==> src/design/random_byte_stream_generator_top_macros.svh <==
// ----------------------------------------------------------------------------
// Random byte stream generator: assertion macros
// Shared concurrent assertion forms, sampled on the rising clock edge and
// held off while the synchronous active-low reset is asserted.
// ----------------------------------------------------------------------------
`ifndef RANDOM_BYTE_STREAM_GENERATOR_TOP_MACROS_SVH
`define RANDOM_BYTE_STREAM_GENERATOR_TOP_MACROS_SVH

// Check that a condition holds at every sampled edge out of reset.
`define RBSG_ASSERT_ALWAYS(lbl, clk, rst_n, expr, msg) \
    lbl: assert property (@(posedge clk) disable iff (!rst_n) (expr)) else $error(msg);

// Check that a trigger at one edge is followed by a condition at the next.
`define RBSG_ASSERT_NEXT(lbl, clk, rst_n, trig, expr, msg) \
    lbl: assert property (@(posedge clk) disable iff (!rst_n) (trig) |=> (expr)) \
        else $error(msg);

`endif

==> src/design/rbsg_pkg.sv <==
// ----------------------------------------------------------------------------
// Random byte stream generator: package
// Command codes, microcode word layout, step program and generator constants.
// ----------------------------------------------------------------------------
`timescale 1ns / 1ps
`default_nettype none

package rbsg_pkg;

    // Commands carried in tuser
    typedef logic [1:0] t_cmd;
    localparam t_cmd CMD_READ  = 2'd0;
    localparam t_cmd CMD_WRITE = 2'd1;
    localparam t_cmd CMD_SEED  = 2'd2;

    // Generator select
    localparam logic MODE_MWC = 1'b0;
    localparam logic MODE_TMT = 1'b1;

    // Datapath operations
    typedef logic [2:0] t_op;
    localparam t_op OP_NOP   = 3'd0;
    localparam t_op OP_MWC   = 3'd1;
    localparam t_op OP_HASH  = 3'd2;
    localparam t_op OP_TLOAD = 3'd3;
    localparam t_op OP_TINIT = 3'd4;
    localparam t_op OP_TCERT = 3'd5;
    localparam t_op OP_TADV  = 3'd6;
    localparam t_op OP_TTEMP = 3'd7;

    // Sequencing after a step
    typedef logic [1:0] t_br;
    localparam t_br BR_NEXT = 2'd0;
    localparam t_br BR_JUMP = 2'd1;
    localparam t_br BR_LOOP = 2'd2;
    localparam t_br BR_END  = 2'd3;

    localparam int STEP_W = 4;
    localparam int CNT_W  = 3;
    typedef logic [STEP_W-1:0] t_step;
    typedef logic [CNT_W-1:0]  t_cnt;

    typedef struct packed {
        t_op   op;
        t_br   br;
        t_step target;
        t_cnt  limit;
    } t_uword;

    typedef struct packed {
        logic en;
        logic done;
        t_op  op;
        t_cnt cnt;
    } t_dp_ctl;

    // Program entry points
    localparam t_step ENT_RD_MWC = 4'd0;
    localparam t_step ENT_RD_TMT = 4'd1;
    localparam t_step ENT_WR     = 4'd3;
    localparam t_step ENT_SEED   = 4'd4;
    localparam t_step STEP_INIT  = 4'd5;
    localparam t_step STEP_WARM  = 4'd7;
    localparam t_step ENT_END    = 4'd8;

    localparam t_cnt INIT_LAST = 3'd6;
    localparam t_cnt WARM_LAST = 3'd7;
    localparam t_cnt CNT_NONE  = 3'd0;

    // Generator constants
    localparam logic [15:0] MWC_Z_MUL    = 16'd36969;
    localparam logic [15:0] MWC_W_MUL    = 16'd18000;
    localparam logic [31:0] MWC_Z_ZERO   = 32'd1;
    localparam logic [31:0] MWC_W_ZERO   = 32'd2;
    localparam logic [31:0] TMT_MASK     = 32'h7fff_ffff;
    localparam logic [31:0] TMT_INIT_MUL = 32'd1812433253;
    localparam logic [31:0] TMT_FIX0     = 32'h0000_0054;
    localparam logic [31:0] TMT_FIX1     = 32'h0000_0049;
    localparam logic [31:0] TMT_FIX2     = 32'h0000_004e;
    localparam logic [31:0] TMT_FIX3     = 32'h0000_0059;

    // Step program: one control word per step
    function automatic t_uword ucode_rom(input t_step pc);
        t_uword w;
        w = '{op: OP_NOP, br: BR_END, target: ENT_END, limit: CNT_NONE};
        unique case (pc)
            4'd0:    w = '{op: OP_MWC,   br: BR_JUMP, target: ENT_END,   limit: CNT_NONE};
            4'd1:    w = '{op: OP_TADV,  br: BR_NEXT, target: ENT_END,   limit: CNT_NONE};
            4'd2:    w = '{op: OP_TTEMP, br: BR_JUMP, target: ENT_END,   limit: CNT_NONE};
            4'd3:    w = '{op: OP_HASH,  br: BR_JUMP, target: ENT_END,   limit: CNT_NONE};
            4'd4:    w = '{op: OP_TLOAD, br: BR_NEXT, target: ENT_END,   limit: CNT_NONE};
            4'd5:    w = '{op: OP_TINIT, br: BR_LOOP, target: STEP_INIT, limit: INIT_LAST};
            4'd6:    w = '{op: OP_TCERT, br: BR_NEXT, target: ENT_END,   limit: CNT_NONE};
            4'd7:    w = '{op: OP_TADV,  br: BR_LOOP, target: STEP_WARM, limit: WARM_LAST};
            4'd8:    w = '{op: OP_NOP,   br: BR_END,  target: ENT_END,   limit: CNT_NONE};
            default: w = '{op: OP_NOP,   br: BR_END,  target: ENT_END,   limit: CNT_NONE};
        endcase
        return w;
    endfunction

endpackage

`default_nettype wire

==> src/design/rbsg_useq.sv <==
// ----------------------------------------------------------------------------
// Random byte stream generator: step sequencer
// Step and loop counters and program ROM; while busy, one control word a cycle unless the output stalls.
// ----------------------------------------------------------------------------
`timescale 1ns / 1ps
`default_nettype none

module rbsg_useq (
    input  wire logic               i_clk,
    input  wire logic               i_rst_n,
    input  wire logic               i_start,
    input  wire rbsg_pkg::t_cmd     i_cmd,
    input  wire logic               i_mode,
    input  wire logic               i_out_free,
    output rbsg_pkg::t_dp_ctl       o_ctl,
    output logic                    o_busy
);

    logic              r_busy;
    rbsg_pkg::t_step   r_pc;
    rbsg_pkg::t_cnt    r_cnt;
    rbsg_pkg::t_step   n_entry;
    rbsg_pkg::t_uword  w_uw;
    logic              w_loop;
    logic              w_end;
    logic              w_en;

    // Pick the program for the accepted command
    always_comb begin
        unique case (i_cmd)
            rbsg_pkg::CMD_READ:  n_entry = (i_mode == rbsg_pkg::MODE_TMT) ?
                                           rbsg_pkg::ENT_RD_TMT : rbsg_pkg::ENT_RD_MWC;
            rbsg_pkg::CMD_WRITE: n_entry = rbsg_pkg::ENT_WR;
            rbsg_pkg::CMD_SEED:  n_entry = (i_mode == rbsg_pkg::MODE_TMT) ?
                                           rbsg_pkg::ENT_SEED : rbsg_pkg::ENT_END;
            default:             n_entry = rbsg_pkg::ENT_END;
        endcase
    end

    always_comb begin
        w_uw   = rbsg_pkg::ucode_rom(r_pc);
        w_loop = (w_uw.br == rbsg_pkg::BR_LOOP) && (r_cnt != w_uw.limit);
        w_end  = (w_uw.br == rbsg_pkg::BR_END);
        // hold the final step until the result register can take the item
        w_en   = r_busy && (!w_end || i_out_free);
    end

    always_ff @(posedge i_clk) begin
        if (!i_rst_n) begin
            r_busy <= 1'b0;
            r_pc   <= rbsg_pkg::ENT_END;
            r_cnt  <= '0;
        end else if (i_start) begin
            r_busy <= 1'b1;
            r_pc   <= n_entry;
            r_cnt  <= '0;
        end else if (w_en) begin
            unique case (w_uw.br)
                rbsg_pkg::BR_LOOP: begin
                    if (w_loop) begin
                        r_pc  <= w_uw.target;
                        r_cnt <= r_cnt + 1'b1;
                    end else begin
                        r_pc  <= r_pc + 1'b1;
                        r_cnt <= '0;
                    end
                end
                rbsg_pkg::BR_JUMP: begin
                    r_pc  <= w_uw.target;
                    r_cnt <= '0;
                end
                rbsg_pkg::BR_END: begin
                    r_busy <= 1'b0;
                end
                default: begin
                    r_pc  <= r_pc + 1'b1;
                    r_cnt <= '0;
                end
            endcase
        end
    end

    assign o_ctl.en   = w_en;
    assign o_ctl.done = w_en && w_end;
    assign o_ctl.op   = w_uw.op;
    assign o_ctl.cnt  = r_cnt;
    assign o_busy     = r_busy;

endmodule

`default_nettype wire

==> src/design/rbsg_dp.sv <==
// ----------------------------------------------------------------------------
// Random byte stream generator: datapath
// Generator state, seed hash and prefetched byte, updated one operation a step.
// ----------------------------------------------------------------------------
`timescale 1ns / 1ps
`default_nettype none

module rbsg_dp (
    input  wire logic               i_clk,
    input  wire logic               i_rst_n,
    input  wire rbsg_pkg::t_dp_ctl  i_ctl,
    input  wire logic               i_mode,
    input  wire logic               i_load,
    input  wire logic [7:0]         i_data_byte,
    input  wire logic [31:0]        i_seed_word,
    input  wire logic [31:0]        i_mat1_word,
    input  wire logic [31:0]        i_mat2_word,
    input  wire logic [31:0]        i_tmat_word,
    output logic [7:0]              o_next_byte
);

    localparam logic [31:0] MWC_Z_MUL_EXT = {16'd0, rbsg_pkg::MWC_Z_MUL};
    localparam logic [31:0] MWC_W_MUL_EXT = {16'd0, rbsg_pkg::MWC_W_MUL};

    // Operands latched with the item
    logic [7:0]  r_byte;
    logic [31:0] r_seed;
    logic [31:0] r_m1;
    logic [31:0] r_m2;
    logic [31:0] r_tm;

    // Architectural state
    logic [31:0] r_hash;
    logic [31:0] r_z;
    logic [31:0] r_w;
    logic [31:0] r_st [4];
    logic [31:0] r_mat1;
    logic [31:0] r_mat2;
    logic [31:0] r_tmat;
    logic [7:0]  r_next_byte;

    logic [31:0] w_z_prod, w_w_prod, w_z_new, w_w_new;
    logic [31:0] w_hash_new;
    logic [2:0]  w_idx;
    logic [31:0] w_pt, w_init_prod, w_init_new;
    logic [31:0] w_x, w_y, w_adv1, w_adv2;
    logic [31:0] w_t1, w_t0;
    logic        w_all_zero;

    always_comb begin
        // multiply-with-carry halves
        w_z_prod   = MWC_Z_MUL_EXT * {16'd0, r_z[15:0]};
        w_w_prod   = MWC_W_MUL_EXT * {16'd0, r_w[15:0]};
        w_z_new    = w_z_prod + {16'd0, r_z[31:16]};
        w_w_new    = w_w_prod + {16'd0, r_w[31:16]};
        // seed hash fold
        w_hash_new = r_hash * {r_hash[23:0], 8'h00} + {24'd0, r_byte};
        // init iteration on the rotated status: slot 0 is the previous word
        w_idx       = i_ctl.cnt + 3'd1;
        w_pt        = r_st[0] ^ (r_st[0] >> 30);
        w_init_prod = w_pt * rbsg_pkg::TMT_INIT_MUL;
        w_init_new  = r_st[1] ^ (w_init_prod + {29'd0, w_idx});
        // state transition
        w_x    = (r_st[0] & rbsg_pkg::TMT_MASK) ^ r_st[1] ^ r_st[2];
        w_x    = w_x ^ (w_x << 1);
        w_y    = r_st[3] ^ (r_st[3] >> 1) ^ w_x;
        w_adv1 = r_st[2] ^ (w_y[0] ? r_mat1 : 32'd0);
        w_adv2 = w_x ^ (w_y << 10) ^ (w_y[0] ? r_mat2 : 32'd0);
        // tempering
        w_t1 = r_st[0] + (r_st[2] >> 8);
        w_t0 = r_st[3] ^ w_t1 ^ (w_t1[0] ? r_tmat : 32'd0);
        // after seven rotations word k sits in slot (k+1) mod 4
        w_all_zero = ((r_st[1] & rbsg_pkg::TMT_MASK) == 32'd0) && (r_st[2] == 32'd0) &&
                     (r_st[3] == 32'd0) && (r_st[0] == 32'd0);
    end

    always_ff @(posedge i_clk) begin
        if (i_load) begin
            r_byte <= i_data_byte;
            r_seed <= i_seed_word;
            r_m1   <= i_mat1_word;
            r_m2   <= i_mat2_word;
            r_tm   <= i_tmat_word;
        end
    end

    always_ff @(posedge i_clk) begin
        if (!i_rst_n) begin
            r_hash      <= 32'd0;
            r_z         <= 32'd1;
            r_w         <= 32'd2;
            r_st[0]     <= 32'd0;
            r_st[1]     <= 32'd0;
            r_st[2]     <= 32'd0;
            r_st[3]     <= 32'd0;
            r_mat1      <= 32'd0;
            r_mat2      <= 32'd0;
            r_tmat      <= 32'd0;
            r_next_byte <= 8'd0;
        end else if (i_ctl.en) begin
            case (i_ctl.op)
                rbsg_pkg::OP_MWC: begin
                    r_z         <= w_z_new;
                    r_w         <= w_w_new;
                    // (z << 16) leaves the low byte to w
                    r_next_byte <= w_w_new[7:0];
                end
                rbsg_pkg::OP_HASH: begin
                    r_hash <= w_hash_new;
                    if (i_mode == rbsg_pkg::MODE_MWC) begin
                        r_z <= (w_hash_new == 32'd0) ? rbsg_pkg::MWC_Z_ZERO : w_hash_new;
                        r_w <= (r_hash == 32'd0) ? rbsg_pkg::MWC_W_ZERO : r_hash;
                    end
                end
                rbsg_pkg::OP_TLOAD: begin
                    r_hash  <= r_seed;
                    r_mat1  <= r_m1;
                    r_mat2  <= r_m2;
                    r_tmat  <= r_tm;
                    r_st[0] <= r_seed;
                    r_st[1] <= r_m1;
                    r_st[2] <= r_m2;
                    r_st[3] <= r_tm;
                end
                rbsg_pkg::OP_TINIT: begin
                    // update the target word and rotate it into the previous slot
                    r_st[0] <= w_init_new;
                    r_st[1] <= r_st[2];
                    r_st[2] <= r_st[3];
                    r_st[3] <= r_st[0];
                end
                rbsg_pkg::OP_TCERT: begin
                    if (w_all_zero) begin
                        r_st[0] <= rbsg_pkg::TMT_FIX0;
                        r_st[1] <= rbsg_pkg::TMT_FIX1;
                        r_st[2] <= rbsg_pkg::TMT_FIX2;
                        r_st[3] <= rbsg_pkg::TMT_FIX3;
                    end else begin
                        r_st[0] <= r_st[1];
                        r_st[1] <= r_st[2];
                        r_st[2] <= r_st[3];
                        r_st[3] <= r_st[0];
                    end
                end
                rbsg_pkg::OP_TADV: begin
                    r_st[0] <= r_st[1];
                    r_st[1] <= w_adv1;
                    r_st[2] <= w_adv2;
                    r_st[3] <= w_y;
                end
                rbsg_pkg::OP_TTEMP: begin
                    r_next_byte <= w_t0[7:0];
                end
                default: begin
                end
            endcase
        end
    end

    assign o_next_byte = r_next_byte;

endmodule

`default_nettype wire

==> src/design/random_byte_stream_generator_top.sv <==
// ----------------------------------------------------------------------------
// Random byte stream generator: top level
// A read steps the generator (TinyMT: advance, then temper), a byte write folds
// the seed hash, a TinyMT seed loads, initialises, certifies and warms up the
// state; one item in work at a time. Synchronous reset; items taken right after.
// ----------------------------------------------------------------------------
`timescale 1ns / 1ps
`default_nettype none
`include "random_byte_stream_generator_top_macros.svh"

// Synchronous active-low reset clears the generator state (hash 0, z 1, w 2,
// TinyMT words 0, prefetched byte 0), the mode register and all handshake
// state. No clearing pass: the block takes items on the cycle after reset.
//
// An accepted item starts a short program in the sequencer; the datapath runs
// one operation per step. The result sits in an output register, so a new
// item is taken while a finished result still waits downstream.

module random_byte_stream_generator_top (
    input  wire logic         i_clk,
    input  wire logic         i_rst_n,
    // configuration: generator_mode
    input  wire logic         i_cfg_valid,
    output logic              o_cfg_ready,
    input  wire logic         i_cfg_data,
    // command items
    input  wire logic         i_s_axis_tvalid,
    output logic              o_s_axis_tready,
    // tdata: data_byte[7:0], seed_word[39:8], mat1_word[71:40],
    //        mat2_word[103:72], tmat_word[135:104]
    input  wire logic [135:0] i_s_axis_tdata,
    // tuser: cmd[1:0]
    input  wire logic [1:0]   i_s_axis_tuser,
    // result items
    output logic              o_m_axis_tvalid,
    input  wire logic         i_m_axis_tready,
    // tdata: read_byte[7:0], peek_byte[15:8]
    output logic [15:0]       o_m_axis_tdata
);

    logic              r_mode;
    logic              r_out_valid;
    logic [7:0]        r_out_read;
    logic [7:0]        r_out_peek;
    logic [7:0]        r_rd;

    logic              w_s_accept;
    logic              w_out_free;
    logic              w_busy;
    logic [7:0]        w_next_byte;
    rbsg_pkg::t_dp_ctl w_ctl;

    // Mode writes must land only while idle; the user keeps to this, the block does not enforce it. Ready is tied high.
    assign o_cfg_ready = 1'b1;

    always_ff @(posedge i_clk) begin
        if (!i_rst_n) begin
            r_mode <= rbsg_pkg::MODE_MWC;
        end else if (i_cfg_valid && o_cfg_ready) begin
            r_mode <= i_cfg_data;
        end
    end

    // Take a new item whenever the sequencer is free
    assign o_s_axis_tready = !w_busy;
    assign w_s_accept      = i_s_axis_tvalid && o_s_axis_tready;
    assign w_out_free      = !r_out_valid || i_m_axis_tready;

    rbsg_useq u_useq (
        .i_clk      (i_clk),
        .i_rst_n    (i_rst_n),
        .i_start    (w_s_accept),
        .i_cmd      (i_s_axis_tuser),
        .i_mode     (r_mode),
        .i_out_free (w_out_free),
        .o_ctl      (w_ctl),
        .o_busy     (w_busy)
    );

    rbsg_dp u_dp (
        .i_clk       (i_clk),
        .i_rst_n     (i_rst_n),
        .i_ctl       (w_ctl),
        .i_mode      (r_mode),
        .i_load      (w_s_accept),
        .i_data_byte (i_s_axis_tdata[7:0]),
        .i_seed_word (i_s_axis_tdata[39:8]),
        .i_mat1_word (i_s_axis_tdata[71:40]),
        .i_mat2_word (i_s_axis_tdata[103:72]),
        .i_tmat_word (i_s_axis_tdata[135:104]),
        .o_next_byte (w_next_byte)
    );

    // Capture the byte a read returns before its prefetch replaces it
    always_ff @(posedge i_clk) begin
        if (w_s_accept) begin
            r_rd <= (i_s_axis_tuser == rbsg_pkg::CMD_READ) ? w_next_byte : 8'd0;
        end
    end

    // Result register: load on the final step, drop when taken
    always_ff @(posedge i_clk) begin
        if (!i_rst_n) begin
            r_out_valid <= 1'b0;
        end else if (w_ctl.done) begin
            r_out_valid <= 1'b1;
        end else if (i_m_axis_tready) begin
            r_out_valid <= 1'b0;
        end
    end

    always_ff @(posedge i_clk) begin
        if (w_ctl.done) begin
            r_out_read <= r_rd;
            r_out_peek <= w_next_byte;
        end
    end

    assign o_m_axis_tvalid = r_out_valid;
    assign o_m_axis_tdata  = {r_out_peek, r_out_read};

    // An accepted item always occupies the sequencer on the next cycle
    `RBSG_ASSERT_NEXT(a_accept_busy, i_clk, i_rst_n, w_s_accept, w_busy, "item lost at start")
    // A program never finishes onto a result that is still held downstream
    `RBSG_ASSERT_ALWAYS(a_no_overwrite, i_clk, i_rst_n,
        !(w_ctl.done && r_out_valid && !i_m_axis_tready), "result overwritten")
    // Finishing a program frees the sequencer and shows the result
    `RBSG_ASSERT_NEXT(a_done_out, i_clk, i_rst_n, w_ctl.done,
        (!w_busy || w_s_accept) && o_m_axis_tvalid, "result not presented")

endmodule

`default_nettype wire
==> config.mk <==
export PLATFORM = sky130hd
export DESIGN_NAME = random_byte_stream_generator_top
export DESIGN_NICKNAME = d
export VERILOG_FILES = /design/src/design/rbsg_pkg.sv /design/src/design/rbsg_useq.sv /design/src/design/rbsg_dp.sv /design/src/design/random_byte_stream_generator_top.sv
export VERILOG_INCLUDE_DIRS = /design/src /design/src/design
export SDC_FILE = /design/constraint.sdc
export NUM_CORES = 2
export LEC_CHECK = 0
export ABC_AREA = 1
export ABC_CLOCK_PERIOD_IN_PS = 17950
export BUFFER_PORTS_ARGS = -buffer_cell sky130_fd_sc_hd__clkbuf_2
export CAP_MARGIN = 25
export CORE_MARGIN = 10
export CORE_UTILIZATION = 69
export DETAILED_ROUTE_END_ITERATION = 12
export GPL_TIMING_DRIVEN = 1
export MAX_ROUTING_LAYER = met4
export PLACE_DENSITY = 0.88
export SLEW_MARGIN = 10
export SYNTH_ARGS = -nofsm -noshare
export SYNTH_HDL_FRONTEND = slang
export SYNTH_HIERARCHICAL = 1
export SYNTH_SLANG_ARGS = --single-unit
export TNS_END_PERCENT = 100
==> constraint.sdc <==
create_clock -name i_clk -period 17.95 [get_ports i_clk]
set_clock_uncertainty 0.1 [all_clocks]
set_input_delay 1.795 -clock i_clk [delete_from_list [all_inputs] [get_ports i_clk]]
set_output_delay 1.795 -clock i_clk [all_outputs]
set_load 0.1 [all_outputs]
# Yosys cells after proc, flatten, opt, wreduce, memory -nomap -nowiden
# Memories as Yosys holds them, arrays and structs flattened. A register that Yosys moved wholly into a read port is not among the register bits.
# Cells that the tools add are included.
[totals]
n_memories = 2
ramBits = 128
inputBits = 144
reg_bits = 314
latchBits = 0
elab_cells = 178
mem_bits_ro = 192
[op_classes]
div_mod_pow = 0
add_sub_neg = 6
n_lt_le_gt_ge = 0
n_reduce_logical = 32
n_eq_ne = 15
n_mux = 67
n_shift = 0
n_mul = 3
bitwise = 34
[mem_list]
columns = ["memory", "words", "width", "read_ports", "rd_clocked_by_memory_dff", "wr", "line_no", "text"]
rows = [
  ["(no name shown)", 16, 12, 1, 1, 0, "rbsg_pkg.sv:86", "unique case (pc)"],
  ["u_dp.r_st", 4, 32, 4, 0, 4, "rbsg_dp.sv:36", "logic [31:0] r_st [4];"],
]
[op_table]
columns = ["op", "n"]
rows = [
  ["$mux W32", 24],
  ["$xor A32 B32 Y32", 7],
  ["$logic_not A32 Y1", 5],
  ["$pmux W32 S2", 2],
  ["$add A31 B16 Y32", 1],
  ["$add A32 B3 Y32", 1],
  ["$add A32 B8 Y32", 1],
  ["$mul A32 B24 Y24", 1],
  ["$mul A32 B31 Y32 const B", 1],
  ["$xor A31 B32 Y32", 1],
  ["$xor A32 B2 Y32", 1],
  ["$xor A32 B31 Y32", 1],
  ["$mux W1", 29],
  ["$mul A11 B16 Y27 const A", 1],
  ["$mux W4", 6],
  ["$pmux W4 S3", 2],
  ["$or A1 B1 Y1", 20],
  ["$pmux W8 S2", 1],
  ["$xor A8 B8 Y8", 2],
  ["$eq A3 B3 Y1 const B", 4],
  ["$reduce_and A2 Y1", 6],
  ["$reduce_bool A2 Y1", 6],
  ["$add A8 B8 Y8", 1],
  ["$mux W8", 1],
  ["other kinds (18)", 32],
]

# Depth between registers and ports, before layout
# An unclocked memory read counts as a cell.
[logic_depth]
ltp_word = 13
depth_mapped = 32
depth_no_buf = 32

# Modules after synthesis
# The synthesis kept the hierarchy.
[by_module_without_submodules]
columns = ["module", "cells_per_inst", "instances", "area_each_um2"]
rows = [
  ["rbsg_dp", 4876, 1, 40820.4],
  ["rbsg_useq", 147, 1, 999.7],
  ["random_byte_stream_generator_top", 58, 1, 922.1],
]

# Least setup slack after synthesis
# OpenSTA, ideal clock, no wires.
[synth_timing]
path_kind = "input port to flip-flop"
start = "in i_s_axis_tvalid"
end = "reg u_useq/w_uw[11] (netlist name)"
n_path_buf = 0
stages = 13
setup_time_ps = 110
t_arrival_ps = 10009
path_slack_ps = 7731
cell_sequence = "inv_1 > nor2_1 > o21ai_0 > a21oi_1 > nor2_1 > nand2_1 > nand2_1 > nand2_1 > ha_1 > inv_1 > nand2_1 > inv_1 > nor2_1"
[synth_between]
elab_chain_len = 5
elab_cells_between_ends = 7
[synth_lines]
columns = ["element", "line_no", "text"]
rows = [
  ["from (decl)", "random_byte_stream_generator_top.sv:27", "input wire logic i_s_axis_tvalid,"],
  ["$logic_and A1 B1 Y1 *", "random_byte_stream_generator_top.sv:66", "assign w_s_accept = i_s_axis_tvalid && o_s_axis_tready;"],
  ["via w_s_accept", "random_byte_stream_generator_top.sv:47", "logic w_s_accept;"],
  ["$ne A2 B1 Y1 (no source line) / $reduce_bool A2 Y1 (equally long branches)", "--", ""],
  ["$reduce_and A2 Y1 (no source line)", "--", ""],
  ["$mux W4 (no source line) * (2 in series)", "--", ""],
]
# The timed path passes the listed nets; every way through them passes the cells marked *.
# A chain may end at the register's enable or synchronous reset.

==> metrics <==
status=complete, no violations; initial antenna violation count=2; I/O Buffers=161; CP Capture Type=flop; switching share of power=0.475; final setup fails=0; ratio of final minimum period to clock period=0.413; sw power=2.71 mW; combinational share of power=0.594; Final #Nets=approximately 6100; pre-CTS WS=10.60 ns; Synth top area share=0.180; largest net degree at the start of global routing=90; Rel. slew slack=0.304; num ports=between 150 and 200; Yosys warnings=6; WS Path Type=reg2reg; synthesized flop and latch total=450; post-synth top area cell=edfxtp_1; die width=269 um; Post-Synthesis Cells=between 5000 and 6000; Period minus WS final=~7.4 ns; core box area=between 60000 and 70000 sq um; fin util=0.747; height of the die=about 270 um; layout cell share with drive strength beyond 1=0.0751; ANT nets after route=0; DRT Pass-1 Iters=6; CTS Sinks=450; Post-DP HPWL=about 100000 um; final-report max-slew violation count=0; TritonCTS buffer count=49; first-pass GRT wire length=205000 um; clk_lat worst skew=between 0.6 and 0.7 ns; P&R area growth vs syn=7.38%; Vias=between 30000 and 40000; Primary FF master, synth=edfxtp_1; Internal Power=2.99 mW; routed wire length=134000 um; setup TNS=0 ns; GR Overflow Total=0; Crit path max-delay family=adder cells; clk buf depth=3; Rows=91; Hold-fix buffers, CTS=0; GRT Total Usage=0.382; crit path DAT=7.67 ns; vias in the first global route=36900; Root Buffer=clkbuf_16; Hold Fails Final Rpt=0; Final GP Congestion=1.10; post-synth design cell area=42700 sq um; initial DRC count=4539; Post-Syn Nets=roughly 6000; commonest non-fill, non-tap cell in the layout=inv_1; HP Start=r_rd[4]; most frequent cells in the layout=1079 x inv_1, 916 x nand2_1, 450 x ha_1; routed len/inst=between 20 and 25 um; RR Startpoint=u_dp/r_st[0][1]; max incr delay on CP=0.55 ns; Leakage=roughly 23 nW; final setup margin=10.53 ns; clock power share=0.190; startpoint types=flop; Worst Setup SP=u_dp/r_st[0][1]; PwrDens=~120 nW/um^2; Area contributors post-synth=edfxtp_1 18%, fa_1 17%, ha_1 13%; Slowest cell on crit path=nor4_1; Synth cell types=59; vias per cell=a little over 6; Reg power frac=0.216; H-tree levels=2; Post-CTS Setup Bufs=0; Buf/Inv on CP=5; CP max FO=5; syn avg cell area=8.41 sq um; Slew @ Worst Pin=1.04 ns; CTS tree=built; FFs w/ async S/R, synth=0; Fill cells=4248; Hold Path Class=reg2reg; Post-CTS Resized=0; DR DRC count=0; Die ar.=72300 sq um; clk slew on worst S/H paths=0.07 ns; register area share after synthesis=0.271; RSZ-0062 raised after global routing=no; Post-synth EDFFs=roughly 260; Initial Utilization=0.695; Max VDD drop=0.173 mV; max-cap viol count=0; Crit path required time=between 15 and 20 ns; Max Freq=approximately 0.13 GHz; Fin Hold WS=0.317 ns
## layout make-up
class / instances / area, sq um / area share
Antenna cell: 2 / 5.00 / 0.000109
Sequential cell: 450 / 11600 / 0.252
Timing Repair Buffer: 196 / 1070 / 0.0233
Clock buffer: 64 / 1360 / 0.0297
Clock inverter: 26 / 353 / 0.00769
Tap cell: 790 / 988 / 0.0215
Inverter: 1104 / 4150 / 0.0903
Multi-Input combinational cell: 3380 / 26400 / 0.575
## cell families after synthesis
| logic type | synth area share |
|---|---|
| AOI/OAI and AO/OA | 0.0841 |
| xor gates and xnor gates | 0.0643 |
| adders and majority gates | 0.305 |
| buffers and inverters | 0.113 |
| DFF | 0.271 |
| other | 0.0000877 |
| and+or+nand+nor | 0.164 |
## registers in the layout, summed over array words and instances, names as in the netlist, 32 cells and up
register,cells
u_dp/r_hash,32
u_dp/r_m1,32
u_dp/r_st,128
u_dp/r_seed,32
u_dp/r_w,32
u_dp/r_m2,32
u_dp/r_mat1,32
u_dp/r_mat2,32
u_dp/r_tm,32
## final timing paths
check | to | slack, ns | depth (start not counted)
worst max-delay path | u_dp/r_st[0][28] | 10.53 | 25
worst min-delay path | r_out_read[4] | 0.32 | 0
worst max register to register | u_dp/r_st[0][28] | 10.53 | 25
worst min register to register | r_out_read[4] | 0.32 | 0
## stage by stage
step | total power [mW] | std cells | area (sq um)
floorplan | 3.67 | 5081 | 42700
global placement | 4.42 | 5920 | 44200
detailed placement | 4.51 | 5920 | 44200
CTS | 5.61 | 6010 | 45900
global route | 6.11 | 6012 | 45900
finish | 5.69 | 6012 | 45900
## synth_stat cells, drive strengths merged (2+ instances only)
cell type     n
nand2       939
a221oi        9
nand3       247
xor2        183
ha          450
a211oi        5
clkbuf       96
buf          51
a22oi         2
inv        1102
dfxtp       194
clkinv        2
or2          17
nor2        329
xnor2       130
o21ai       192
o211ai       51
o21a          9
a21oi       206
edfxtp      256
nor3         20
fa          369
a31oi        19
nand3b       13
nand4        49
o221ai       24
nor4         21
a32oi         5
o22ai        47
o2111ai       9
a21boi        3
a21o          6
o21bai       12
a31o          7
## metal layers
metal,up-vias,share of wire,GRT usage
met3,686,0.14,0.109
met2,2519,0.44,0.578
li1,16300,-,-
met5,-,0,-
met1,17100,0.35,0.454
met4,0,0.072,0.223
## power by group through the flow
stage	clock (mW)	combinational, mW	sequential, mW
3_3_place_gp	0	3.19	1.24
2_1_floorplan	0	2.44	1.23
6_report	1.08	3.38	1.23
4_1_cts	1.08	3.31	1.22
5_1_grt	1.13	3.76	1.23
3_5_place_dp	0	3.27	1.24
## worst register-to-register path: cells and delay by family, from the launching register on
family	cells	cell delay, ns
simple gates	8	1.75
buf+inv	5	0.35
xor+xnor	3	0.95
fa+ha+maj	9	3.48
flops	1	0.52
Power figures use the tool's default switching activity.
